**src/cws_pkg.sv**
```systemverilog
`timescale 1ns / 1ps
// Package for the clock with set mode: request and result structs, field codes,
// digit split, seven-segment table and blink counter step. No dependencies.
package cws_pkg;

    localparam logic [5:0] SecModulus  = 6'd60;
    localparam logic [5:0] MinModulus  = 6'd60;
    localparam logic [4:0] HourModulus = 5'd24;

    localparam logic [5:0] SecReset  = 6'd0;
    localparam logic [5:0] MinReset  = 6'd30;
    localparam logic [4:0] HourReset = 5'd14;

    localparam logic [3:0] LockoutReset = 4'd5;
    localparam logic [3:0] BlinkReset   = 4'd10;

    // Edit field codes
    localparam logic [1:0] EditNone = 2'd0;
    localparam logic [1:0] EditSec  = 2'd1;
    localparam logic [1:0] EditMin  = 2'd2;
    localparam logic [1:0] EditHour = 2'd3;

    // Register indexes (paddr bit 2)
    localparam logic RegLockout = 1'b0;
    localparam logic RegBlink   = 1'b1;

    typedef struct packed {
        logic tick;
        logic mode_button;
        logic set_button;
    } in_t;

    typedef struct packed {
        logic [5:0] sec_value;
        logic [5:0] min_value;
        logic [4:0] hour_value;
        logic [1:0] edit_field;
        logic       ones_dark;
        logic       tens_dark;
        logic [6:0] seg_sec_ones;
        logic [6:0] seg_sec_tens;
        logic [6:0] seg_min_ones;
        logic [6:0] seg_min_tens;
        logic [6:0] seg_hour_ones;
        logic [6:0] seg_hour_tens;
    } out_t;

    typedef struct packed {
        logic [2:0] tens;
        logic [3:0] ones;
    } digits_t;

    typedef struct packed {
        logic       phase;   // 0: rising (blanking), 1: falling
        logic [3:0] count;
    } blink_t;

    typedef struct packed {
        logic [6:0] ones;
        logic [6:0] tens;
    } seg_pair_t;

    // Split a value below 64 into decimal digits by compare chain
    function automatic digits_t split_digits(input logic [5:0] value);
        digits_t    d;
        logic [5:0] base;
        begin
            priority if (value >= 6'd60) begin
                d.tens = 3'd6;
            end else if (value >= 6'd50) begin
                d.tens = 3'd5;
            end else if (value >= 6'd40) begin
                d.tens = 3'd4;
            end else if (value >= 6'd30) begin
                d.tens = 3'd3;
            end else if (value >= 6'd20) begin
                d.tens = 3'd2;
            end else if (value >= 6'd10) begin
                d.tens = 3'd1;
            end else begin
                d.tens = 3'd0;
            end
            base   = 6'({d.tens, 3'b000}) + 6'({d.tens, 1'b0});
            d.ones = 4'(value - base);
            return d;
        end
    endfunction

    function automatic logic [6:0] seg_of(input logic [3:0] digit);
        logic [6:0] s;
        begin
            unique case (digit)
                4'd0:    s = 7'h7E;
                4'd1:    s = 7'h30;
                4'd2:    s = 7'h6D;
                4'd3:    s = 7'h79;
                4'd4:    s = 7'h33;
                4'd5:    s = 7'h5B;
                4'd6:    s = 7'h5F;
                4'd7:    s = 7'h70;
                4'd8:    s = 7'h7F;
                4'd9:    s = 7'h73;
                default: s = 7'h00;
            endcase
            return s;
        end
    endfunction

    // One advance of the triangle counter; the digit is dark if phase was rising
    function automatic blink_t blink_step(input blink_t b, input logic [3:0] half);
        blink_t n;
        begin
            n = b;
            if (!b.phase) begin
                n.count = b.count + 4'd1;
                if (n.count >= half) begin
                    n.phase = 1'b1;
                end
            end else begin
                if (b.count != 4'd0) begin
                    n.count = b.count - 4'd1;
                end
                if (n.count == 4'd0) begin
                    n.phase = 1'b0;
                end
            end
            return n;
        end
    endfunction

endpackage

```
**src/cws_seg_decode.sv**
```systemverilog
`timescale 1ns / 1ps
// Seven-segment decode of one time field: splits the value into decimal
// digits and looks up the a..g patterns. Depends on cws_pkg.
module cws_seg_decode (
    input  logic [5:0]        value,
    output cws_pkg::seg_pair_t segs
);

    cws_pkg::digits_t digits;

    assign digits    = cws_pkg::split_digits(value);
    assign segs.ones = cws_pkg::seg_of(digits.ones);
    assign segs.tens = cws_pkg::seg_of({1'b0, digits.tens});

endmodule

```
**src/clock_with_set_mode.sv**
```systemverilog
`timescale 1ns / 1ps
// Clock with set mode: each accepted request is one pass of the clock loop and
// yields one result in the next cycle from the result register. A new request is
// taken every cycle, also while a result waits, as long as that result is taken
// in the same cycle. Time, edit mode, lockout and blink counters are updated in
// a single pass of logic from the state registers; the sustained rate is one
// request per cycle while results are taken. Reset time is 14:30:00.
// Depends on cws_pkg and cws_seg_decode.
module clock_with_set_mode (
    input  logic              aclk,
    input  logic              aresetn,

    input  logic              s_valid,
    output logic              s_ready,
    input  cws_pkg::in_t      s_data,

    output logic              m_valid,
    input  logic              m_ready,
    output cws_pkg::out_t     m_data,

    input  logic              psel,
    input  logic              penable,
    input  logic              pwrite,
    input  logic [2:0]        paddr,
    input  logic [31:0]       pwdata,
    output logic [31:0]       prdata,
    output logic              pready
);

    logic [3:0] lockout_passes_reg;
    logic [3:0] blink_half_reg;

    logic [5:0] sec_reg,  sec_next;
    logic [5:0] min_reg,  min_next;
    logic [4:0] hour_reg, hour_next;
    logic [1:0] edit_reg, edit_next;
    logic       lock_active_reg, lock_active_next;
    logic [3:0] lock_count_reg,  lock_count_next;
    cws_pkg::blink_t blink_reg, blink_next, blink_mid;
    logic       ones_dark, tens_dark;

    logic          m_valid_reg;
    cws_pkg::out_t m_data_reg;
    cws_pkg::out_t result;
    cws_pkg::seg_pair_t sec_segs, min_segs, hour_segs;

    logic accept;
    logic cfg_write;

    // Configuration port
    assign pready    = 1'b1;
    assign cfg_write = psel && penable && pwrite;
    assign prdata    = (paddr[2] == cws_pkg::RegBlink) ? {28'd0, blink_half_reg}
                                                       : {28'd0, lockout_passes_reg};

    always_ff @(posedge aclk) begin
        if (!aresetn) begin
            lockout_passes_reg <= cws_pkg::LockoutReset;
            blink_half_reg     <= cws_pkg::BlinkReset;
        end else if (cfg_write) begin
            if (paddr[2] == cws_pkg::RegBlink) begin
                blink_half_reg <= pwdata[3:0];
            end else begin
                lockout_passes_reg <= pwdata[3:0];
            end
        end
    end

    assign s_ready = !m_valid_reg || m_ready;
    assign accept  = s_valid && s_ready;

    always_comb begin
        sec_next         = sec_reg;
        min_next         = min_reg;
        hour_next        = hour_reg;
        edit_next        = edit_reg;
        lock_active_next = lock_active_reg;
        lock_count_next  = lock_count_reg;

        // Tick advances time only outside edit mode
        if (s_data.tick && edit_reg == cws_pkg::EditNone) begin
            sec_next = sec_reg + 6'd1;
            if (sec_next >= cws_pkg::SecModulus) begin
                sec_next = 6'd0;
                min_next = min_reg + 6'd1;
                if (min_next >= cws_pkg::MinModulus) begin
                    min_next  = 6'd0;
                    hour_next = hour_reg + 5'd1;
                end
                if (hour_next >= cws_pkg::HourModulus) begin
                    hour_next = 5'd0;
                end
            end
        end

        // Mode wins over set; set wraps the edited field without carry
        if (!lock_active_reg) begin
            if (s_data.mode_button) begin
                edit_next        = edit_reg + 2'd1;
                lock_active_next = 1'b1;
                lock_count_next  = 4'd0;
            end else if (s_data.set_button && edit_reg != cws_pkg::EditNone) begin
                unique case (edit_reg)
                    cws_pkg::EditSec: begin
                        sec_next = sec_next + 6'd1;
                        if (sec_next >= cws_pkg::SecModulus) sec_next = 6'd0;
                    end
                    cws_pkg::EditMin: begin
                        min_next = min_next + 6'd1;
                        if (min_next >= cws_pkg::MinModulus) min_next = 6'd0;
                    end
                    default: begin
                        hour_next = hour_next + 5'd1;
                        if (hour_next >= cws_pkg::HourModulus) hour_next = 5'd0;
                    end
                endcase
                lock_active_next = 1'b1;
                lock_count_next  = 4'd0;
            end
        end

        // Blink counter advances once per digit of the edited field
        blink_mid  = cws_pkg::blink_step(blink_reg, blink_half_reg);
        ones_dark  = 1'b0;
        tens_dark  = 1'b0;
        blink_next = blink_reg;
        if (edit_next != cws_pkg::EditNone) begin
            ones_dark  = !blink_reg.phase;
            tens_dark  = !blink_mid.phase;
            blink_next = cws_pkg::blink_step(blink_mid, blink_half_reg);
        end

        if (lock_active_next) begin
            if (lock_count_next >= lockout_passes_reg) begin
                lock_active_next = 1'b0;
            end else begin
                lock_count_next = lock_count_next + 4'd1;
            end
        end
    end

    cws_seg_decode u_sec_dec  (.value(sec_next),          .segs(sec_segs));
    cws_seg_decode u_min_dec  (.value(min_next),          .segs(min_segs));
    cws_seg_decode u_hour_dec (.value({1'b0, hour_next}), .segs(hour_segs));

    always_comb begin
        result.sec_value     = sec_next;
        result.min_value     = min_next;
        result.hour_value    = hour_next;
        result.edit_field    = edit_next;
        result.ones_dark     = ones_dark;
        result.tens_dark     = tens_dark;
        result.seg_sec_ones  = sec_segs.ones;
        result.seg_sec_tens  = sec_segs.tens;
        result.seg_min_ones  = min_segs.ones;
        result.seg_min_tens  = min_segs.tens;
        result.seg_hour_ones = hour_segs.ones;
        result.seg_hour_tens = hour_segs.tens;
    end

    always_ff @(posedge aclk) begin
        if (!aresetn) begin
            sec_reg         <= cws_pkg::SecReset;
            min_reg         <= cws_pkg::MinReset;
            hour_reg        <= cws_pkg::HourReset;
            edit_reg        <= cws_pkg::EditNone;
            lock_active_reg <= 1'b0;
            lock_count_reg  <= 4'd0;
            blink_reg       <= '0;
        end else if (accept) begin
            sec_reg         <= sec_next;
            min_reg         <= min_next;
            hour_reg        <= hour_next;
            edit_reg        <= edit_next;
            lock_active_reg <= lock_active_next;
            lock_count_reg  <= lock_count_next;
            blink_reg       <= blink_next;
        end
    end

    // Result register: load on accept, drop when taken
    always_ff @(posedge aclk) begin
        if (!aresetn) begin
            m_valid_reg <= 1'b0;
        end else if (accept) begin
            m_valid_reg <= 1'b1;
        end else if (m_ready) begin
            m_valid_reg <= 1'b0;
        end
    end

    always_ff @(posedge aclk) begin
        if (accept) begin
            m_data_reg <= result;
        end
    end

    assign m_valid = m_valid_reg;
    assign m_data  = m_data_reg;

    a_time_range: assert property (@(posedge aclk) disable iff (!aresetn)
        m_valid |-> (m_data.sec_value < cws_pkg::SecModulus)
                 && (m_data.min_value < cws_pkg::MinModulus)
                 && (m_data.hour_value < cws_pkg::HourModulus))
        else $error("time field out of range");

    a_dark_idle: assert property (@(posedge aclk) disable iff (!aresetn)
        (m_valid && m_data.edit_field == cws_pkg::EditNone)
            |-> (!m_data.ones_dark && !m_data.tens_dark))
        else $error("digit blanked outside edit mode");

    a_result_follows: assert property (@(posedge aclk) disable iff (!aresetn)
        (s_valid && s_ready) |=> m_valid)
        else $error("accepted request produced no result");

    a_tick_in_edit: assert property (@(posedge aclk) disable iff (!aresetn)
        (accept && edit_reg != cws_pkg::EditNone && !s_data.set_button)
            |=> $stable(sec_reg) && $stable(min_reg) && $stable(hour_reg))
        else $error("time moved while editing without set");

endmodule

```
**config.mk**
```make
export PLATFORM = sky130hd
export DESIGN_NAME = clock_with_set_mode
export DESIGN_NICKNAME = d
export VERILOG_FILES = /design/src/cws_pkg.sv /design/src/cws_seg_decode.sv /design/src/clock_with_set_mode.sv
export SDC_FILE = /design/constraint.sdc
export NUM_CORES = 1
export LEC_CHECK = 0
export BUFFER_PORTS_ARGS = -buffer_cell sky130_fd_sc_hd__buf_2
export CORE_MARGIN = 8
export CORE_UTILIZATION = 25
export DETAILED_ROUTE_END_ITERATION = 12
export GPL_ROUTABILITY_DRIVEN = 0
export PLACE_DENSITY = 0.49
export SLEW_MARGIN = 0
export SYNTH_ARGS = -nofsm -noshare
export SYNTH_HDL_FRONTEND = slang
export SYNTH_SLANG_ARGS = --single-unit
```
**constraint.sdc**
```tcl
create_clock -name aclk -period 5.5 [get_ports aclk]
set_input_delay 0.825 -clock aclk [delete_from_list [all_inputs] [get_ports aclk]]
set_output_delay 0.825 -clock aclk [all_outputs]
set_load 0.03 [all_outputs]
```
==> results of run 1 <==
==> metrics by stage <==
step / hold WS, ps / instance area, um2 / cells
after global placement: 491 / 8580 / 1338
after global routing: 555 / 8850 / 1354
final: 517 / 8850 / 1354
after CTS: 518 / 8850 / 1354
after floorplan: 467 / 7820 / 895
after detailed placement: 496 / 8580 / 1338
==> cells by family (layout without fill, tap and decap cells) <==
family	after synthesis	count (layout)	share of synthesized area
simple gates	290	290	0.190
xor+xnor	34	34	0.0415
buf+inv	126	189	0.0807
compound gates	220	220	0.206
mux	36	36	0.0480
fa+ha+maj	60	60	0.0969
other cells	2	30	0.000973
flops	99	99	0.336
==> power by group <==
group	internal [mW]	switching, mW	leakage [nW]
sequential	0.942	0.0541	0.882
clock	0.312	0.298	0.138
combinational	0.467	0.788	2.77
==> synth_stat cells, types with 3 or more instances <==
cell type   n  area, um2
clkbuf_1   24       90.1
a21o_1     11       82.6
o211ai_1   11       82.6
nor3_1     24        120
a31oi_1     5       31.3
nor3b_1     4       30.0
nand2b_1   11       68.8
a22o_1      3       26.3
buf_4      32        240
nand4b_1    3       26.3
a21oi_2     5       43.8
inv_2       5       18.8
a211oi_1   17        128
and2_1     15       93.8
xnor2_1    22        193
o31ai_1     6       45.0
nor2_1     56        210
or2_2       4       25.0
xor2_1     10       87.6
o21ai_0    33        165
dfxtp_1    38        761
a221oi_1    3       26.3
a21oi_1    51        255
and3_1      6       37.5
inv_1      49        184
nand3_1    25        125
edfxtp_1   61       1830
o211a_1    10        100
nor4_1      4       25.0
a211oi_2    3       37.5
a21boi_0    5       37.5
ha_1       59        738
a31o_2      3       26.3
o21ai_1     4       20.0
o22ai_1     9       56.3
or3_1       4       25.0
o2111ai_1   3       26.3
a22oi_1     9       67.6
mux2i_1    31        310
nand4_1     6       37.5
buf_2      10       50.1
nor2b_1    17        106
mux2_2      4       45.0
nand2_1    90        338
==> layout make-up <==
cell class	count	area share
inverters	56	0.0242
flip-flops and latches	99	0.293
repair buffers	117	0.0760
clock buffers	11	0.0264
multi-input cells	670	0.521
well taps	396	0.0560
clock inverters	5	0.00396
==> worst max-delay path by stage <==
| stage | end | slack (ps) | cells past startpoint |
|---|---|---|---|
| 3_3_place_gp | m_data[39]$_DFFE_PP_ | 330 | 22 |
| 6_report | m_data[8]$_DFFE_PP_ | 480 | 18 |
| 5_1_grt | m_data[10]$_DFFE_PP_ | 30 | 19 |
| 2_1_floorplan | m_data[39]$_DFFE_PP_ | 100 | 25 |
| 4_1_cts | m_data[41]$_DFFE_PP_ | 400 | 24 |
| 3_5_place_dp | m_data[39]$_DFFE_PP_ | 320 | 23 |
==> repair_timing <==
| action | 4_1_cts | 5_1_grt |
|---|---|---|
| resized for setup | 0 | 1 |
| endpoints found under the hold margin | 0 | 0 |
| setup endpoints to repair | 0 | 1 |
==> tightest hold or removal path: stages (launching register included) <==
cell     delay (ps)
dfxtp_1         360
mux2i_1          80
nand2_1          60
==> layout by cell type (no fill, tap or decap), drive strengths merged, types with 25 or more instances in the layout <==
master    n
dfxtp    38
conb     30
nand2    91
nand3    25
mux2i    31
inv      58
nor3     26
edfxtp   61
ha       59
nor2     57
o21ai    38
a21oi    56
buf     117
==> metal layers <==
layer,track usage,vias up,share of wire
met3,0.0191,15,0.038
met4,0.0355,2,0.014
met1,0.127,2980,0.47
met2,0.174,110,0.48
met5,0,-,0.00070
li1,-,3255,-
==> flow_summary.yaml, run 1 <==
placement:
  place_ws_ps: 319
  numPortBuffers: 82
  dp_hpwl_um: 13900
setup_path:
  slowest_stage: "or4_4"
  required_ps: 5590
  crit_type: "reg -> reg"
  cp-startpoint: "min_reg[1]$_SDFFE_PN1P_"
  worstRegToRegCells: 18
  path_cells: "ha_1 -> inv_1 -> or4_4 -> a221oi_2 -> and3_1 -> a22o_1 -> ha_1 -> inv_1 -> a21o_1 -> a221oi_1 -> o22ai_1 -> o21ai_0 -> inv_1 -> ha_1 -> a211oi_1 -> o22ai_2 -> xor2_2 -> mux2i_1"
  rr_startpoint: "min_reg[1]$_SDFFE_PN1P_"
  critPathArrivalTime_ps: 5110
  crit_buf_inv: 3
  path_delay_family: "compound AO/OA/AOI/OAI gates"
  ff2ff_setup_slack_ps: 480
  max_stage_delay_ps: 540
  end_kind: "register"
  cp_max_fo: 7
  start_kind: "register"
  reg2reg_to: "m_data[8]$_DFFE_PP_"
clock_tree:
  numCtsBuffers: 9
  clk_pin_slew_worst_paths_ps: 70
  clk-insertion-delay-late_ps: 360
  ctsLongestPathBuffers: 2
  holdBufCountCts: 0
  cts_sinks: 99
  htreeDepth: 3
  cts_setup_buffers: 0
  cts_tree: "done"
  cts-root-buf: "clkbuf_16"
layout:
  seqCellArea_mm2: 0.00259
  final_nets: 1057
  n_fill_cell: 3274
  syn_to_final_growth_pct: 14.7
  final_util: 0.290
  largest_reg_flops: 61
  num_antenna_cells: 0
  drive_above_1_share: 0.190
  multi_input_area_mm2: 0.00461
sta:
  setup_ws_ps: 475
  fin_tns_setup_ps: 0
  tightest_slew_ps: 967
  clock_skew_ps: 11.7
  rsz0062_at_grt: "no"
  hold_violations: 0
  max_slew_margin: 0.355
  slew_viol_final: 0
  period_needed_ps: 5020
  max_freq_mhz: 199
  fin_crit_sh: 0.914
  setup_violations: 0
detailed_routing:
  post-route-drc-count: 0
  wl_um: 18600
  first_iter_violations: 365
  vias_per_cell: 4.70
  wl_per_cell_um: 13.7
  drt_first_pass_iters: 4
  ant_nets: 0
  vias: 6362
yosys:
  synth_edf_count: 61
  seq_area_frac_synth: 0.336
  ys.warnings.count: 0
  synth.distinct_cells: 93
  syn_area_per_cell_um2: 8.90
  async_reset_ff_frac: 0
  synth_flop_cell: "edfxtp_1"
  netlist_area_mm2: 0.00772
  ys_ff_latch: 99
  synthCells: 867
min_path:
  min_to: "blink_half_reg[3]$_SDFFE_PN1P_"
  min_path_type: "reg -> reg"
  min_from: "blink_half_reg[3]$_SDFFE_PN1P_"
  hold_depth: 2
global_route:
  grt_pass1_wl_um: 30800
  gr-total-overflow: 0
  grt_pass1_vias: 6195
  grtUsageTotal: 0.102
  antenna_found_initial: 1
  grt_max_degree: 50
status:
  outcome: "finished, final reports clean"
power:
  total_power_mw: 2.86
  vdd_drop_max_uv: 123
  p_per_area_mw_per_mm2: 323
  p_leak_nw: 3.79
floorplan:
  fp.coreArea_mm2: 0.0305
  die_y_um: 192
  pin_count: 143
  die_w_um: 192
  start_util: 0.253
  rows: 64
  die-area_mm2: 0.0368
job:
  maxCapViolCount: 0
Note: power is estimated with default switching activity, not from simulation.
==> inputs of run 2 (changes only) <==
--- a/config.mk
+++ b/config.mk
@@ -11,4 +11,5 @@
 export DETAILED_ROUTE_END_ITERATION = 12
 export GPL_ROUTABILITY_DRIVEN = 0
+export GPL_TIMING_DRIVEN = 0
 export PLACE_DENSITY = 0.49
 export SLEW_MARGIN = 0
==> constraint.sdc (replaced) <==
create_clock -name aclk -period 5.5 [get_ports aclk]
set_input_delay 1.1 -clock aclk [delete_from_list [all_inputs] [get_ports aclk]]
set_output_delay 1.1 -clock aclk [all_outputs]
set_load 0.03 [all_outputs]
==> run 2 against run 1 <==
Compared with the run above:
- fmax down 2.6%
- core utilization is 1.3 points higher
- register-to-register slack lost 95 ps
- routed wire length increased by 4.4%
- cell count rose by 3.2%
- sequential power shrank 2%
- non-clock buffer count grew 44
- setup slack got worse by 130 ps
- flip-flop and latch count is the same
==> flow_summary.yaml, run 2 (synthesized netlist as in run 1, its figures left out) <==
status:
  outcome: "finished, final reports clean"
job:
  maxCapViolCount: 0
global_route:
  grtUsageTotal: 0.105
  grt_max_degree: 39
  antenna_found_initial: 1
  grt_pass1_vias: 6267
  gr-total-overflow: 0
  grt_pass1_wl_um: 31600
sta:
  max_freq_mhz: 194
  period_needed_ps: 5160
  setup_ws_ps: 343
  tightest_slew_ps: 806
  rsz0062_at_grt: "yes"
  fin_crit_sh: 0.938
  max_slew_margin: 0.460
  setup_violations: 0
  slew_viol_final: 0
  fin_tns_setup_ps: 0
  clock_skew_ps: 12.0
  hold_violations: 0
setup_path:
  cp-startpoint: "s_data[2]"
  crit_end: "m_data[37]$_DFFE_PP_"
  path_cells: "buf_2 -> nand4b_1 -> mux2_4 -> a21oi_4 -> buf_6 -> a21oi_1 -> ha_2 -> a31o_2 -> o211ai_1 -> o211ai_1 -> a22oi_2 -> o21ai_2 -> a221oi_4 -> inv_4 -> nor2_1 -> a21oi_1 -> a21oi_2 -> ha_1 -> nand2_1 -> a21oi_2 -> xor3_1 -> buf_6 -> mux2i_1 -> o22ai_1"
  worstRegToRegCells: 18
  end_kind: "register"
  cp_max_fo: 10
  crit_type: "in -> reg"
  critPathArrivalTime_ps: 5250
  start_kind: "input pin"
  slowest_stage: "a221oi_4"
  max_stage_delay_ps: 360
  rr_startpoint: "min_reg[1]$_SDFFE_PN1P_"
  required_ps: 5590
  ff2ff_setup_slack_ps: 380
  reg2reg_to: "m_data[9]$_DFFE_PP_"
layout:
  final_nets: 1101
  largest_reg_flops: 61
  syn_to_final_growth_pct: 19.8
  layout_commonest_cell: "nand2_1"
  num_antenna_cells: 0
  instances_no_fill: 1398
  final_cell_mix: "nand2_1 (90), buf_2 (89), edfxtp_1 (61)"
  drive_above_1_share: 0.219
  final_area_mm2: 0.00925
power:
  total_power_mw: 2.93
  vdd_drop_max_uv: 123
  p_leak_nw: 3.98
  p_per_area_mw_per_mm2: 316
detailed_routing:
  post-route-drc-count: 0
  vias: 6555
  ant_nets: 0
  vias_per_cell: 4.69
  wl_per_cell_um: 13.9
  first_iter_violations: 293
  drt_first_pass_iters: 5
  wl_um: 19400
clock_tree:
  clk_pin_slew_worst_paths_ps: 80
  numCtsBuffers: 9
  holdBufCountCts: 0
  clk-insertion-delay-late_ps: 370
  cts-root-buf: "clkbuf_16"
  htreeDepth: 3
  cts_sinks: 99
  ctsLongestPathBuffers: 2
  cts_tree: "done"
floorplan:
  rows: 64
  die_w_um: 192
  start_util: 0.253
  die_y_um: 192
  die-area_mm2: 0.0368
  pin_count: 143
  fp.coreArea_mm2: 0.0305
placement:
  dpl.cell_count: 1372
  numPortBuffers: 80
  dpl_cell_area_mm2: 0.00875
  place_ws_ps: -1190
  dp_hpwl_um: 14500
min_path:
  min_path_type: "reg -> reg"
==> run 2: cell types whose count changed in the layout (fill, tap and decap cells not counted), sizes merged <==
cell / previous run / this run
buf: 117 / 137
inv: 58 / 57
clkbuf: 11 / 36
==> run 2: where the power goes <==
group | total [mW] | leakage, nW | internal (mW) | switching, mW
combinational | 1.31 | 2.96 | 0.488 | 0.819
clock | 0.638 | 0.143 | 0.339 | 0.298
sequential | 0.981 | 0.882 | 0.942 | 0.0391
total | 2.93 | 3.98 | 1.77 | 1.16
==> run 2: metrics by stage <==
stage / utilization / hold slack (ps)
final: 0.303 / 520
after global routing: 0.303 / 552
after floorplan: - / 467
after detailed placement: 0.287 / 503
after CTS: 0.299 / 525
after global placement: 0.286 / 501
==> run 2: what timing repair did <==
item | 4_1_cts | 5_1_grt
pin swaps | 3 | 4
setup buffers | 4 | 7
endpoints found under the setup margin | 10 | 19
gates resized for setup | 14 | 14
==> run 2: how the worst min path moves through the flow <==
| stage | cells after the start | startpoint | slack (ps) | endpoint |
|---|---|---|---|---|
| floorplan | 2 | blink_half_reg[1]$_SDFFE_PN1P_ | 470 | blink_half_reg[1]$_SDFFE_PN1P_ |
| global placement | 2 | lockout_passes_reg[1]$_SDFFE_PN0P_ | 500 | lockout_passes_reg[1]$_SDFFE_PN0P_ |
| detailed placement | 2 | blink_half_reg[1]$_SDFFE_PN1P_ | 500 | blink_half_reg[1]$_SDFFE_PN1P_ |
| CTS | 2 | blink_half_reg[1]$_SDFFE_PN1P_ | 520 | blink_half_reg[1]$_SDFFE_PN1P_ |
| global route | 2 | lockout_passes_reg[3]$_SDFFE_PN0P_ | 550 | lockout_passes_reg[3]$_SDFFE_PN0P_ |
| finish | 2 | blink_half_reg[1]$_SDFFE_PN1P_ | 520 | blink_half_reg[1]$_SDFFE_PN1P_ |
==> run 2: worst max-delay path: cells and delay by family <==
| kind | cells | cell delay (ps) |
|---|---|---|
| AOI/OAI and AO/OA | 12 | 1800 |
| muxes | 2 | 540 |
| and+or+nand+nor | 3 | 430 |
| buffers and inverters | 4 | 580 |
| xor gates and xnor gates | 1 | 210 |
| adders and majority gates | 2 | 550 |
==> run 2: area by class of cell <==
cell class | count | area (um2)
multi-input combinational | 670 | 4730
buffer | 69 | 423
sequential | 99 | 2590
timing repair buffer | 92 | 503
clock buffer | 12 | 259
clock inverter | 4 | 30.0
fill | 3206 | 21300
inverter | 56 | 213
tap | 396 | 495
==> run 2: metal layers <==
layer  part of all wire  track usage  vias to the layer above
li1                   -            -                     3342
met1               0.47        0.131                     3077
met2               0.47        0.176                      117
met3              0.043       0.0194                       17
met4              0.018       0.0394                        2
met5            0.00067            0                        -
==> inputs of run 3 (changes only) <==
Settings changed: CORE_ASPECT_RATIO set to 0.6, SLEW_MARGIN 0 to not set.
==> run 3 against run 2 <==
Compared with the run above:
- worst hold slack worse by 0.82 ps
- cell count up 0.64%
- combinational power about the same
- count of clock-buffer cells in the layout down 3
- highest routed layer is now met4
- via count down 0.87%
- global-route usage up 0.84 points
- sequential share of layout area down 0.11 points
- largest cell class unchanged
- clock power up 2%
- non-clock buffer count down 3
- sequential power about the same
- flip-flop and latch count unchanged
- register-to-register slack worse by 30 ps
==> flow_summary.yaml, run 3 (synthesized netlist as in run 1, its figures left out) <==
status:
  outcome: "finished, final reports clean"
setup_path:
  start_kind: "input pin"
  required_ps: 5600
  ff2ff_setup_slack_ps: 350
  crit_type: "in -> reg"
  worstRegToRegCells: 18
  critPathArrivalTime_ps: 5320
  end_kind: "register"
  rr_startpoint: "min_reg[1]$_SDFFE_PN1P_"
  cp_max_fo: 10
  reg2reg_to: "m_data[13]$_DFFE_PP_"
min_path:
  min_from: "blink_half_reg[3]$_SDFFE_PN1P_"
  hold_depth: 2
  min_to: "blink_half_reg[3]$_SDFFE_PN1P_"
  min_path_type: "reg -> reg"
layout:
  syn_to_final_growth_pct: 20.3
  num_antenna_cells: 0
  seqCellArea_mm2: 0.00259
  final_cell_mix: "nand2_1 (90), buf_2 (89), edfxtp_1 (61)"
  final_area_mm2: 0.00928
  final_nets: 1098
  largest_reg_flops: 61
  multi_input_area_mm2: 0.00476
  layout_commonest_cell: "nand2_1"
  drive_above_1_share: 0.223
  n_fill_cell: 3197
sta:
  max_freq_mhz: 192
  setup_ws_ps: 285
  fin_crit_sh: 0.948
  tightest_slew_ps: 801
  slew_viol_final: 0
  period_needed_ps: 5210
  fin_tns_setup_ps: 0
  setup_violations: 0
  max_slew_margin: 0.463
  clock_skew_ps: 8.79
  hold_violations: 0
detailed_routing:
  wl_per_cell_um: 14.8
  wl_um: 20800
  ant_nets: 0
  drt_first_pass_iters: 5
  post-route-drc-count: 0
  first_iter_violations: 484
  vias_per_cell: 4.62
  vias: 6498
global_route:
  grtUsageTotal: 0.113
  grt_pass1_vias: 6193
  grt_max_degree: 41
  gr-total-overflow: 0
  antenna_found_initial: 0
  grt_pass1_wl_um: 34500
clock_tree:
  htreeDepth: 3
  clk_pin_slew_worst_paths_ps: 80
  clk-insertion-delay-late_ps: 380
  cts_tree: "done"
  cts_sinks: 99
  cts-root-buf: "clkbuf_16"
  numCtsBuffers: 9
  ctsLongestPathBuffers: 2
floorplan:
  rows: 49
  die_w_um: 243
  fp.coreArea_mm2: 0.0302
  pin_count: 143
  die-area_mm2: 0.0369
  start_util: 0.256
  die_y_um: 152
placement:
  place_ws_ps: -1110
  dp_hpwl_um: 15600
  numPortBuffers: 80
  dpl_cell_area_mm2: 0.00877
job:
  maxCapViolCount: 0
power:
  p_leak_nw: 3.95
  total_power_mw: 2.97
  vdd_drop_max_uv: 137
  p_per_area_mw_per_mm2: 320
[run 3: cell types whose count changed in the layout (fill, tap and decap cells not counted), sizes merged]
cell      delta
clkbuf       -3
clkinvlp     +1
buf          -3
clkinv       +2
[run 3: power breakdown]
group / switching [mW] / leakage, nW / total [mW] / internal (mW)
combinational: 0.840 / 2.93 / 1.33 / 0.493
clock: 0.335 / 0.138 / 0.651 / 0.316
sequential: 0.0405 / 0.882 / 0.982 / 0.942
[run 3: worst max-delay path by stage]
stage / slack (ps) / depth (start not counted) / to / start
finish: 290 / 24 / m_data[41]$_DFFE_PP_ / s_data[2]
global route: -30 / 18 / m_data[8]$_DFFE_PP_ / min_reg[1]$_SDFFE_PN1P_
CTS: 40 / 24 / m_data[41]$_DFFE_PP_ / sec_reg[1]$_SDFFE_PN0P_
detailed placement: -1110 / 23 / m_data[41]$_DFFE_PP_ / s_data[2]
global placement: -1130 / 21 / m_data[37]$_DFFE_PP_ / s_data[2]
floorplan: 10 / 25 / m_data[39]$_DFFE_PP_ / s_data[2]
[run 3: metrics by stage]
step                      cells   util  hold slack, ps
after CTS                  1403  0.303             522
after global placement     1383  0.290             494
after global routing       1407  0.308             560
after detailed placement   1384  0.291             497
after floorplan             895      -             467
final                      1407  0.308             519
[run 3: cell type report]
| type | count | share of cell area |
|---|---|---|
| repair buffers | 89 | 0.0530 |
| inverters | 56 | 0.0229 |
| flip-flops and latches | 99 | 0.280 |
| plain buffers | 69 | 0.0461 |
| multi-input cells | 670 | 0.512 |
| clock inverters | 7 | 0.00674 |
| well taps | 408 | 0.0550 |
| clock buffers | 9 | 0.0243 |
[run 3: per-layer routing]
layer  track usage  vias to the layer above  share of wire
met5             0                        -              0
met4        0.0245                        0         0.0095
met3        0.0319                       14          0.043
met2         0.159                      121           0.41
met1         0.168                     3031           0.54
li1              -                     3332              -
[run 3: critical path, cell delays in order]
cell and delay [ps]:
buf_2 160, nand4b_1 140, mux2_4 350, a21oi_4 140, buf_6 160, a21oi_1 70
ha_2 250, a31o_2 230, o211ai_1 80, o211ai_1 150, a22oi_2 250, o21ai_4 150
a22oi_2 290, clkbuf_8 230, inv_1 70, a21oi_1 150, a21oi_2 80, ha_1 350
nand2_1 80, a21oi_2 140, xor3_1 250, buf_6 160, mux2i_1 150, o22ai_1 100
[run 3: repair_timing]
action	CTS	global route
resized for setup	16	19
hold buffers	0	0
setup buffers	3	5
setup endpoints to repair	8	21
endpoints found under the hold margin	0	0
pin swaps	2	6
